### config.mk
export PLATFORM = sky130hd
export DESIGN_NAME = vsm_regs
export DESIGN_NICKNAME = d
export VERILOG_FILES = /design/src/hdl/vsm_pkg.sv /design/src/hdl/vsm_regs.sv
export SDC_FILE = /design/constraint.sdc
export NUM_CORES = 1
export LEC_CHECK = 0
export BUFFER_PORTS_ARGS = -buffer_cell sky130_fd_sc_hd__buf_2
export CORE_UTILIZATION = 35
export CTS_CLUSTER_DIAMETER = 200
export CTS_CLUSTER_SIZE = 14
export DETAILED_ROUTE_END_ITERATION = 10
export GPL_ROUTABILITY_DRIVEN = 1
export REMOVE_ABC_BUFFERS = 1
export SLEW_MARGIN = 15
export SYNTH_ARGS = -nofsm -noshare
export SYNTH_HDL_FRONTEND = slang
export SYNTH_SLANG_ARGS = --single-unit
### constraint.sdc
create_clock -name clk_i -period 1.05 [get_ports clk_i]
set_input_delay 0.1575 -clock clk_i [delete_from_list [all_inputs] [get_ports clk_i]]
set_output_delay 0.1575 -clock clk_i [all_outputs]
set_load 0.05 [all_outputs]
### src/hdl/vsm_pkg.sv
// shared types and constants for the sparse matrix-vector block
`timescale 1ns / 1ps

package vsm_pkg;

  // fixed field widths
  localparam int unsigned ROW_W  = 20;
  localparam int unsigned COL_W  = 13;
  localparam int unsigned IDX_W  = 12;
  localparam int unsigned SIZE_W = 8;
  localparam int unsigned DATA_W = 32;
  localparam int unsigned ACC_W  = 64;
  localparam int unsigned ADDR_W = 3;

  // action codes
  localparam logic [1:0] ACT_LOAD  = 2'd0;
  localparam logic [1:0] ACT_MAT   = 2'd1;
  localparam logic [1:0] ACT_CLOSE = 2'd2;
  localparam logic [1:0] ACT_NOP   = 2'd3;

  // register indexes, taken from paddr bit 2
  localparam logic REG_FIRST_ROW = 1'b0;
  localparam logic REG_FINAL_ROW = 1'b1;

  typedef enum logic [1:0] {
    ST_IDLE,
    ST_MUL,
    ST_ACC,
    ST_EMIT
  } state_e;

  typedef struct packed {
    logic [ROW_W-1:0] first_row;
    logic [ROW_W-1:0] final_row;
    logic             first_row_wr;
  } cfg_t;

  typedef struct packed {
    logic mul_en;
    logic acc_en;
    logic term_ok;
    logic clear;
  } mac_ctrl_t;

  typedef struct packed {
    logic [DATA_W-1:0] y_value;
    logic              saturated;
    logic              col_error;
  } row_res_t;

endpackage

### src/hdl/vsm_regs.sv
// configuration registers behind the apb-style port
`timescale 1ns / 1ps

module vsm_regs (
  input  logic                      clk_i,
  input  logic                      rst_ni,
  input  logic                      psel,
  input  logic                      penable,
  input  logic                      pwrite,
  input  logic [vsm_pkg::ADDR_W-1:0] paddr,
  input  logic [31:0]               pwdata,
  output logic [31:0]               prdata,
  output logic                      pready,
  output vsm_pkg::cfg_t             cfg_o
);

  logic [vsm_pkg::ROW_W-1:0] first_row_q;
  logic [vsm_pkg::ROW_W-1:0] final_row_q;
  logic                      wr_fire;
  logic                      sel;

  assign pready  = 1'b1;
  assign wr_fire = psel && penable && pwrite;
  assign sel     = paddr[2];

  // register writes
  always_ff @(posedge clk_i or negedge rst_ni) begin
    if (!rst_ni) begin
      first_row_q <= '0;
      final_row_q <= '0;
    end else if (wr_fire) begin
      case (sel)
        vsm_pkg::REG_FIRST_ROW: first_row_q <= pwdata[vsm_pkg::ROW_W-1:0];
        vsm_pkg::REG_FINAL_ROW: final_row_q <= pwdata[vsm_pkg::ROW_W-1:0];
        default: ;
      endcase
    end
  end

  // read mux
  always_comb begin
    case (sel)
      vsm_pkg::REG_FIRST_ROW: prdata = {12'd0, first_row_q};
      vsm_pkg::REG_FINAL_ROW: prdata = {12'd0, final_row_q};
      default:                prdata = '0;
    endcase
  end

  assign cfg_o.first_row    = pwdata[vsm_pkg::ROW_W-1:0];
  assign cfg_o.final_row    = final_row_q;
  assign cfg_o.first_row_wr = wr_fire && (sel == vsm_pkg::REG_FIRST_ROW);

endmodule

# After elaboration in Yosys (flattened, before gate mapping)
# Index checks and enable logic that the tools add are counted.
[totals]
ff_bits = 40
latch_bits = 0
ramBits = 0
romBits = 0
input_bits = 40
out_inout_bits = 74
wordCells = 9
n_memories = 0
[classes]
n_addsub = 0
mul = 0
n_div = 0
magnitude_cmp = 0
n_eq_ne = 0
n_shift = 0
muxes = 1
bitwise_logic = 1
n_reduce_logical = 5
[ops]
columns = ["cell", "n"]
rows = [
  ["32-bit one-hot mux with 2 select lines", 1],
  ["2-bit AND reduction", 2],
  ["1-bit logical AND", 3],
  ["1-bit inverter", 1],
]

# Longest topological paths before layout
[depth]
word_depth = 3
mapped_depth = 3
ltp_nobuf = 2

# Worst setup path after synthesis
# No wires, ideal clock.
[synth_timing]
path_type = "register to output"
from = "register final_row_q[0] (netlist bit)"
to = "output port prdata[0]"
t_arrival_ns = 1.038
t_required_ns = 0.892
path_slack_ns = -0.146
path_stages_with_launch = 2
n_path_buf = 0
cell_sequence = "dfrtp_1 -> mux2_2"
[synth_between]
elab_chain_cells = 1
[synth_lines]
columns = ["item", "line", "source"]
rows = [
  ["start: declaration", "vsm_regs.sv:18", "logic [vsm_pkg::ROW_W-1:0] final_row_q;"],
  ["start signal: assignment", "vsm_regs.sv:34", "vsm_pkg::REG_FINAL_ROW: final_row_q <= pwdata[vsm_pkg::ROW_W-1:0];"],
  ["32-bit one-hot mux with 2 select lines", "vsm_regs.sv:42", "case (sel)"],
  ["end: declaration", "vsm_regs.sv:12", "output logic [31:0] prdata,"],
]
# No other way between the ends. The select of a mux whose other input is x is not followed.

# Worst setup path after layout
[layout_timing]
from = "register final_row_q[7] (netlist bit)"
to = "output port prdata[7]"
# Same word-level chain as after synthesis.

==> run metrics <==
Post-DRT Antenna Nets=0; DR pass1 iterations=4; via count=1450; die width=80.80 µm; grt total ovfl=0; Setup Viol. Count Final=40; CP bufs+invs=1; CP Data Required Time=0.89 ns; TNS Setup=-5.654 ns; initial antenna violation count=0; H-tree levels=2; CTS clk-pin slew, worst paths=0.08 ns; number of global-route vias before repair=1434; Buffers on Ports=86; largest net degree at the start of global routing=41; TritonCTS clock tree=built; Area Overhead vs Synth=57.92%; Worst setup startpoint=final_row_q[7]; Final Max Tran Viols=0; Synth cell types=10; drt wl/cell=14.60 µm; worst r2r dst=final_row_q[17]; Setup Skew=0 ns; via/cell ratio=4.421; share of cells above drive strength 1=0.7826; pwr/cell area=2254 nW/µm²; worst-path cell chain=mux2_4 -> buf_8; CP Class=flop to output port; crit-path max FO=3; 1st-iter DRT viols=25; failing checks=setup timing; Final WS setup=-0.2593 ns; Initial Utilization=0.3649; clock sinks=40; Crit. End Element=output port; total wire length=4.790 mm; Worst Hold Endpoint=first_row_q[17]; I/O pins=114; R2R cell count=3; flop-to-flop setup slack=0.03 ns; family with the most delay on the worst path=flip-flops; hpwl dp=2.972 mm; Post-Syn Area=2173 µm²; Synth Instances=144; CP Launch Type=flop; Hold Crit Class=input port to flop; Mapped Avg Cell Area=15.09 µm²; worst path arrival time=1.15 ns; min Tclk post-route=1.309 ns; Inserted Diodes=0; fillers=495; die height=80.80 µm; final hold slack=0.1183 ns; MaxCap Viol Count=0; post-synthesis sequential area ratio=0.4606; DRC viols=0; nets@finish=292; Die ar.=6529 µm²; flops & latches, synth=40; Core Area=5956 µm²; CTS Buf Count=5; Placer Congestion=0.6494; CTS Buffer Depth=2; Rows=28; HP Start=pwdata[17]; max incr delay on CP=0.42 ns; Leakage=1.847 nW; Syn. warnings=0; first-pass GRT wire length=7.210 mm; slowest CP cell=dfrtp_1; All-Layer GR Usage=0.1470; period utilization=1.247; max frequency=763.8 MHz; Max VDD drop=1.134 mV; Total Power=7.737 mW; Final Hold Fails=0; clock root buffer=clkbuf_8; worst hold path cell count=2; Clock Latency Late Sink=0.28 ns; status=finished, violations left; unrepaired setup endpoints after global routing=yes; worst reg2reg startpoint=final_row_q[17]; dpl ws=-0.1883 ns
cell families after synthesis:
logic type             Yosys count  share of synthesized area
other                            2                   0.003456
buffers and inverters           40                     0.1410
and+or+nand+nor                  2                    0.01669
muxes                           60                     0.3782
DFF                             40                     0.4606
synth_stat cells (all sizes together):
| cell type | instances | area [µm²] |
|---|---|---|
| buf | 39 | 302.8 |
| conb | 2 | 7.510 |
| dfrtp | 40 | 1001 |
| nand4b | 1 | 23.77 |
| inv | 1 | 3.750 |
| nand4 | 1 | 12.51 |
| mux2 | 60 | 822.0 |
per-layer routing:
layer  wire (µm)  global-route usage  vias up  part of all wire
met5           0                   0        -                 0
met4          64             0.05714        0             0.013
met3         206             0.02360        5             0.043
met2        2401              0.2487       57              0.50
met1        2116              0.1869      727              0.44
li1            -                   -      661                 -
layout make-up:
type                    instances  area, µm²  share of cell area
inverters                       1      3.754            0.001094
clock buffers                   5      68.82             0.02005
well taps                      75      93.84             0.02734
flip-flops and latches         40       1001              0.2917
clock inverters                 3      42.54             0.01240
repair buffers                129       1262              0.3678
multi-input cells              75      959.7              0.2796
how the worst max path moves through the flow:
stage                     slack (ns)              to  cells after the start
after detailed placement       -0.19      prdata[12]                      4
after global routing           -0.29       prdata[7]                      2
after global placement         -0.19      prdata[12]                      4
after floorplan                -0.31  final_row_q[0]                      2
after CTS                      -0.24       prdata[7]                      2
final                          -0.26       prdata[7]                      2
sequential cells by signal (all words and copies together), names as in the netlist:
signal and cells:
first_row_q 20, final_row_q 20
through the flow:
step	util	cells	area, µm²
global placement	0.4435	296	2641
finish	0.5763	328	3432
global route	0.5763	328	3432
detailed placement	0.4435	296	2641
CTS	0.5578	322	3322
floorplan	-	116	1912
worst register-to-register path: stages (launching register included):
cell,delay [ns]
dfrtp_1,0.41
buf_6,0.13
buf_4,0.12
mux2_4,0.24
report_power, final:
group	leakage (nW)	switching, mW	internal, mW	total, mW
clock network	0.0541	0.558	0.704	1.26
logic	1.31	2.25	2.12	4.37
registers	0.480	0.221	1.88	2.10
layout by cell type, fill, tap and decap left out, drive strengths merged:
cell / Yosys / layout
dfrtp: 40 / 40
dlygate4sd3: 0 / 1
buf: 39 / 127
nand4: 1 / 1
clkinv: 0 / 1
clkbuf: 0 / 6
nand4b: 1 / 1
conb: 2 / 13
bufinv: 0 / 1
clkinvlp: 0 / 1
inv: 1 / 1
mux2: 60 / 60
what timing repair did:
item                                   4_1_cts  5_1_grt
setup buffers                               19       15
hold buffers                                 1        0
setup endpoints to repair                   40       41
endpoints found under the hold margin       40        0
gates resized for setup                    128       28
Power figures use the tool's default switching activity.
