===== src/hdl/vsm_pkg.sv =====
// shared types and constants for the sparse matrix-vector block
`timescale 1ns / 1ps

package vsm_pkg;

  // fixed field widths
  localparam int unsigned ROW_W  = 20;
  localparam int unsigned COL_W  = 13;
  localparam int unsigned IDX_W  = 12;
  localparam int unsigned SIZE_W = 8;
  localparam int unsigned DATA_W = 32;
  localparam int unsigned ACC_W  = 64;
  localparam int unsigned ADDR_W = 3;

  // action codes
  localparam logic [1:0] ACT_LOAD  = 2'd0;
  localparam logic [1:0] ACT_MAT   = 2'd1;
  localparam logic [1:0] ACT_CLOSE = 2'd2;
  localparam logic [1:0] ACT_NOP   = 2'd3;

  // register indexes, taken from paddr bit 2
  localparam logic REG_FIRST_ROW = 1'b0;
  localparam logic REG_FINAL_ROW = 1'b1;

  typedef enum logic [1:0] {
    ST_IDLE,
    ST_MUL,
    ST_ACC,
    ST_EMIT
  } state_e;

  typedef struct packed {
    logic [ROW_W-1:0] first_row;
    logic [ROW_W-1:0] final_row;
    logic             first_row_wr;
  } cfg_t;

  typedef struct packed {
    logic mul_en;
    logic acc_en;
    logic term_ok;
    logic clear;
  } mac_ctrl_t;

  typedef struct packed {
    logic [DATA_W-1:0] y_value;
    logic              saturated;
    logic              col_error;
  } row_res_t;

endpackage


===== src/hdl/vsm_mac.sv =====
// multiplier, saturating row accumulator and result formatting
`timescale 1ns / 1ps

module vsm_mac (
  input  logic                             clk_i,
  input  logic                             rst_ni,
  input  vsm_pkg::mac_ctrl_t               ctrl_i,
  input  logic signed [vsm_pkg::DATA_W-1:0] mat_value_i,
  input  logic signed [vsm_pkg::DATA_W-1:0] vec_value_i,
  output vsm_pkg::row_res_t                res_o
);

  logic signed [vsm_pkg::ACC_W-1:0] prod_q;
  logic signed [vsm_pkg::ACC_W-1:0] row_sum_q;
  logic signed [vsm_pkg::ACC_W-1:0] row_sum_d;
  logic [1:0]                       clip_q;
  logic [1:0]                       clip_d;
  logic [vsm_pkg::ACC_W-1:0]        sum;
  logic                             ovf_pos;
  logic                             ovf_neg;
  logic                             out_fits;

  // product register
  always_ff @(posedge clk_i) begin
    if (ctrl_i.mul_en) begin
      prod_q <= mat_value_i * vec_value_i;
    end
  end

  // saturating add
  assign sum     = row_sum_q + prod_q;
  assign ovf_pos = !row_sum_q[63] && !prod_q[63] && sum[63];
  assign ovf_neg = row_sum_q[63] && prod_q[63] && !sum[63];

  always_comb begin
    row_sum_d = row_sum_q;
    clip_d    = clip_q;
    if (ctrl_i.clear) begin
      row_sum_d = '0;
      clip_d    = '0;
    end else if (ctrl_i.acc_en) begin
      if (ctrl_i.term_ok) begin
        if (ovf_pos) begin
          row_sum_d = {1'b0, {(vsm_pkg::ACC_W-1){1'b1}}};
          clip_d[0] = 1'b1;
        end else if (ovf_neg) begin
          row_sum_d = {1'b1, {(vsm_pkg::ACC_W-1){1'b0}}};
          clip_d[0] = 1'b1;
        end else begin
          row_sum_d = sum;
        end
      end else begin
        clip_d[1] = 1'b1;
      end
    end
  end

  always_ff @(posedge clk_i or negedge rst_ni) begin
    if (!rst_ni) begin
      row_sum_q <= '0;
      clip_q    <= '0;
    end else begin
      row_sum_q <= row_sum_d;
      clip_q    <= clip_d;
    end
  end

  // drop 16 fraction bits, clip to q16.16
  assign out_fits = (row_sum_q[63:47] == {17{1'b0}}) || (row_sum_q[63:47] == {17{1'b1}});

  always_comb begin
    if (out_fits) begin
      res_o.y_value = row_sum_q[47:16];
    end else if (row_sum_q[63]) begin
      res_o.y_value = {1'b1, {(vsm_pkg::DATA_W-1){1'b0}}};
    end else begin
      res_o.y_value = {1'b0, {(vsm_pkg::DATA_W-1){1'b1}}};
    end
    res_o.saturated = clip_q[0] || !out_fits;
    res_o.col_error = clip_q[1];
  end

endmodule


===== config.mk =====
export PLATFORM = sky130hd
export DESIGN_NAME = vsm_mac
export DESIGN_NICKNAME = d
export VERILOG_FILES = /design/src/hdl/vsm_pkg.sv /design/src/hdl/vsm_mac.sv
export SDC_FILE = /design/constraint.sdc
export NUM_CORES = 2
export LEC_CHECK = 0
export BUFFER_PORTS_ARGS = -buffer_cell sky130_fd_sc_hd__buf_2
export CAP_MARGIN = 15
export CORE_MARGIN = 10
export CORE_UTILIZATION = 25
export CTS_CLUSTER_SIZE = 8
export DETAILED_ROUTE_END_ITERATION = 16
export GPL_TIMING_DRIVEN = 0
export PLACE_DENSITY_LB_ADDON = 0.2
export SYNTH_ARGS = -nofsm -noshare
export SYNTH_HDL_FRONTEND = slang
export SYNTH_SLANG_ARGS = --single-unit

===== constraint.sdc =====
create_clock -name clk_i -period 6 [get_ports clk_i]
set_clock_uncertainty 0.15 [all_clocks]
set_input_delay 0 -clock clk_i [delete_from_list [all_inputs] [get_ports clk_i]]
set_output_delay 0 -clock clk_i [all_outputs]
set_load 0.02 [all_outputs]

# Word level (Yosys, flattened, before mapping)
# Index checks and enable logic that the tools add are counted.
dict set report totals {
  elab_cells 38
  input_bits 70
  regBits 130
  out_inout_bits 34
}
dict set report op_classes {
  n_reduce_logical 17
  mul 1
  n_mux 13
  n_eq_ne 2
  addsub 1
}
# op n
set op_table {}
lappend op_table {{two-way mux 64 bit} 5}
lappend op_table {{adder 64 bit} 1}
lappend op_table {{multiplier 32 x 32 -> 64 bit} 1}
lappend op_table {{two-way mux 32 bit} 2}
lappend op_table {{== test 17 bit (second input constant)} 1}
lappend op_table {{zero test 17 bit} 1}
lappend op_table {{logical AND 1 bit} 4}
lappend op_table {{zero test 1 bit} 4}
lappend op_table {{two-way mux 1 bit} 4}
lappend op_table {{two-way mux 2 bit} 2}
lappend op_table {{AND reduction 2 bit} 2}
lappend op_table {{nonzero test 2 bit} 2}
lappend op_table {{AND reduction 3 bit} 1}
lappend op_table {{nonzero test 3 bit} 1}
lappend op_table {{logical OR 1 bit} 2}
lappend op_table {{inequality test 2 bit (second input constant)} 1}

# Depth between registers and ports, before layout
dict set report depth {
  ltp_word 8
  ltp_mapped 29
  depth_no_buf 27
}

# Worst setup path before layout
# Ideal clock, no wire load.
dict set report synth_path {
  path_type {input port to flip-flop}
  from {input mat_value_i[31] in the netlist's numbering}
  to {register prod_q[62] in the netlist's numbering (data pin)}
  setup_slack_ps -1620
  n_path_buf 2
  arrival_time_ps 7335
  cell_stages 26
  required_time_ps 5715
  setup_ps 135
  path_cell_list {clkbuf_1 nand2_1 inv_1 fa_1 inv_1 fa_1 inv_1 fa_1 fa_1 inv_1 fa_1 inv_1 fa_1 inv_1 fa_1 inv_1 fa_1 ha_1 clkbuf_1 nand4_1 or3_1 o21ai_0 a21o_1 a21oi_1 or4b_2 nand3_1}
}
dict set report synth_between {
  elab_chain_len 1
}
# item line_no
set synth_lines {}
lappend synth_lines {{from (decl)} vsm_mac.sv:8} ;# input logic signed [vsm_pkg::DATA_W-1:0] mat_value_i,
lappend synth_lines {{multiplier 32 x 32 -> 64 bit} vsm_mac.sv:26} ;# prod_q <= mat_value_i * vec_value_i;
lappend synth_lines {{to (signal assigned)} vsm_mac.sv:26}
lappend synth_lines {{to (decl)} vsm_mac.sv:13} ;# logic signed [vsm_pkg::ACC_W-1:0] prod_q;
# No other way between the ends.
# A chain may end at the register's enable or synchronous reset.

# Final worst setup path
dict set report layout_path {
  from {input vec_value_i[1] in the netlist's numbering}
  to {register prod_q[63] in the netlist's numbering (data pin)}
}
dict set report layout_between {
  elab_chain_len 1
}
# item line_no
set layout_lines {}
lappend layout_lines {{from (decl)} vsm_mac.sv:9} ;# input logic signed [vsm_pkg::DATA_W-1:0] vec_value_i,
lappend layout_lines {{multiplier 32 x 32 -> 64 bit} vsm_mac.sv:26}
# No other way between the ends.

==> results.json <==
{
  "fmax_mhz": 135,
  "synthXorXnorAreaFrac_pct": 2.54,
  "syn-num-nets": 6188,
  "grt_usage_pct": 18.5,
  "clk_pin_slew_ns": 0.06,
  "seq_area_um2": 3570,
  "fin_hold_ws_ns": -0.00396,
  "dp_hpwl_mm": 153,
  "ys_seq_elements": 130,
  "multi_input_area_um2": 37900,
  "end_kind": "flop",
  "drt_wl_total_mm": 183,
  "synth_top_area_share_pct": 48.3,
  "insertion_delay_ns": 0.45,
  "setup_viol": 44,
  "finalCriticalPeriod_ns": 7.40,
  "yosys.area_share.simple_pct": 15.1,
  "slew_headroom_pct": 27.4,
  "worstReg2RegStart": "row_sum_q[32]",
  "vias": 34300,
  "cp.required_ns": 6.01,
  "die_w_um": 444,
  "drv_cap": 0,
  "worst_hold_startpoint": "ctrl_i[3]",
  "violations": "hold timing, setup timing",
  "worstPathArrival_ns": 7.41,
  "core_um2": 179000,
  "grt_pass1_wl_mm": 268,
  "worstMarginPinSlew_ns": 1.08,
  "grt_pass1_vias": 37600,
  "place.gp.congestion": 0.936,
  "synth_compound_area_share_pct": 8.52,
  "worstHoldPathCells": 1,
  "status": "finished, violations left",
  "cp_max_fo": 10,
  "rsz0062_at_grt": "true",
  "area_growth_pct": 20.1,
  "drt_iter0_drc": 2401,
  "rr_worst_depth": 13,
  "avgRoutedWirePerCell_um": 24.7,
  "dr.pass1.iters": 6,
  "grt_max_degree": 65,
  "synth_top_family_by_area": "adder cells",
  "netlist_area_um2": 44900,
  "htree_num_levels": 4,
  "synthFlopType": "dfrtp_1",
  "via_per_inst": 4.62,
  "hp-class": "in2reg",
  "r2r_end": "row_sum_q[22]",
  "start_util_pct": 25.1,
  "drc": 0,
  "synthTopCellsByArea": "fa_1 (48%), inv_1 (8.2%), and2_1 (7.3%)",
  "tritoncts": "built",
  "fin_crit_sh_pct": 123,
  "startpoint_type": "input port",
  "slew_viol_final": 0,
  "nFillCells": 18700,
  "clock-root-buffer": "clkbuf_16",
  "yosysWarnings": 0,
  "synth_fa_ha_area_share_pct": 55.2,
  "r2r_setup_slack_ns": 0.97,
  "cts_buffer_depth": 2,
  "cts.sinks": 130,
  "nets": 6450,
  "seq_area_frac_synth_pct": 7.96,
  "io_pins": 104,
  "yosysTopAreaCell": "fa_1",
  "dieArea_um2": 197000,
  "antenna_found_initial": 29,
  "synth.area.mux_share_pct": 0.0474,
  "ant_nets": 0,
  "fp-row-count": 155,
  "place_ws_ns": -3.35,
  "crit_type": "in2reg",
  "setup_ws_ns": -1.40,
  "cts_buffers": 17,
  "min_to": "prod_q[62]",
  "syn_inst": 4786,
  "grt_overflow": 0,
  "ys_types": 82,
  "async_reset_ff_share_pct": 50.8,
  "io_buffer_count": 103,
  "die_h_um": 444,
  "postSynthAreaPerCell_um2": 9.38,
  "hold_violations": 1,
  "synth_edf_count": 64,
  "drive_above_1_share_pct": 15.7
}
[worst max-delay path by stage]
stage,cells past startpoint,to,startpoint
after detailed placement,23,prod_q[60],mat_value_i[18]
after floorplan,21,prod_q[60],mat_value_i[31]
final,25,prod_q[63],vec_value_i[1]
after global placement,23,prod_q[60],vec_value_i[13]
after global routing,30,prod_q[60],vec_value_i[5]
after CTS,30,prod_q[60],vec_value_i[5]
[area by class of cell]
class	instances	share of cell area [%]
plain buffers	260	5.75
inverters	983	6.90
well taps	2355	5.47
flip-flops and latches	130	6.63
diodes	16	0.0743
clock inverters	14	0.214
repair buffers	251	3.85
multi-input cells	3405	70.3
clock buffers	18	0.815
[sequential cells by signal, indices dropped and copies added, names as in the netlist]
register	cells
prod_q	64
row_sum_q	64
clip_q	2
[metrics by stage]
stage | area [um^2] | TNS [ns] | utilization, % | hold WS, ns | std cells
final | 53900 | -39.48 | 30.2 | -0.00396 | 7432
after global placement | 49100 | -107.74 | 27.5 | 0.0892 | 7244
after CTS | 52900 | -37.51 | 29.6 | 0.00917 | 7375
after detailed placement | 49200 | -108.48 | 27.5 | -0.246 | 7248
after floorplan | 45600 | -18.95 | - | -0.446 | 4786
after global routing | 53900 | -44.86 | 30.2 | 0.00589 | 7422
[cell families after synthesis]
group,Yosys count
mux,2
compound gates,598
simple gates,1343
fa+ha+maj,1332
flops,130
buf+inv,1251
xor+xnor,130
[synth_stat cells, drive strengths merged (4+ instances only)]
library cell / number
o31ai: 9
xor2: 53
o211ai: 4
nand3: 33
nand3b: 4
and2: 521
xnor2: 77
clkbuf: 247
dfrtp: 66
inv: 982
o21ai: 144
and4b: 4
and3: 19
a211oi: 20
a2111oi: 5
nand4: 27
buf: 21
a31oi: 27
nor3b: 5
nor4: 9
nand2b: 11
nor3: 19
ha: 249
a221o: 5
a21o: 116
o21a: 18
o21bai: 15
a31o: 4
a21oi: 183
and4: 5
edfxtp: 64
nor2b: 12
nor2: 85
nand2: 574
a221oi: 4
fa: 1083
a211o: 12
o2111ai: 5
or3: 6
[worst max-delay path, cell delays in order]
cell and delay, ns:
buf_2 0.21, clkbuf_8 0.22, and2_1 0.16, ha_1 0.27
inv_1 0.05, fa_1 0.60, fa_2 0.50, fa_1 0.55
inv_1 0.06, fa_1 0.45, fa_1 0.52, fa_1 0.45
fa_2 0.67, ha_4 0.25, buf_4 0.16, and4_1 0.18
and3b_1 0.18, a2111o_1 0.48, a211o_4 0.36, a32oi_4 0.29
o21ai_4 0.10, a221oi_2 0.33, o21ai_1 0.11, o21ai_1 0.11
xnor2_1 0.12
[layer usage]
| layer | vias up | global-route usage [%] | wire length, um |
|---|---|---|---|
| met5 | - | 0 | 69 |
| met2 | 1010 | 30.0 | 84400 |
| met3 | 233 | 3.30 | 11300 |
| met4 | 12 | 7.11 | 7840 |
| li1 | 15100 | - | - |
| met1 | 18000 | 24.6 | 79900 |
[what timing repair did]
| item | in CTS | in global routing |
|---|---|---|
| gates resized for setup | 559 | 215 |
| hold buffers | 7 | 0 |
| pin swaps | 128 | 141 |
| endpoints found under the hold margin | 69 | 0 |
| cloned | 1 | 0 |
| setup endpoints to repair | 52 | 48 |
| setup buffers | 91 | 51 |
[cell usage in the layout (no fill, tap or decap), types with 26 or more instances in the layout]
cell / n
dfrtp_1: 66
a21o_1: 115
nand4_1: 27
buf_6: 46
clkbuf_4: 41
nand3_1: 29
fa_2: 69
nand2_1: 558
clkbuf_8: 48
fa_1: 1014
clkbuf_1: 42
a21oi_1: 154
xor2_1: 49
xnor2_1: 64
ha_1: 222
nor2_1: 80
o21ai_0: 100
clkbuf_16: 69
buf_2: 79
edfxtp_1: 64
and2_4: 26
buf_4: 140
and2_1: 495
inv_1: 952
Power is left out: the tool's default activity adds up to more than one toggle a clock period on the data nets, which glitch-free logic cannot reach.
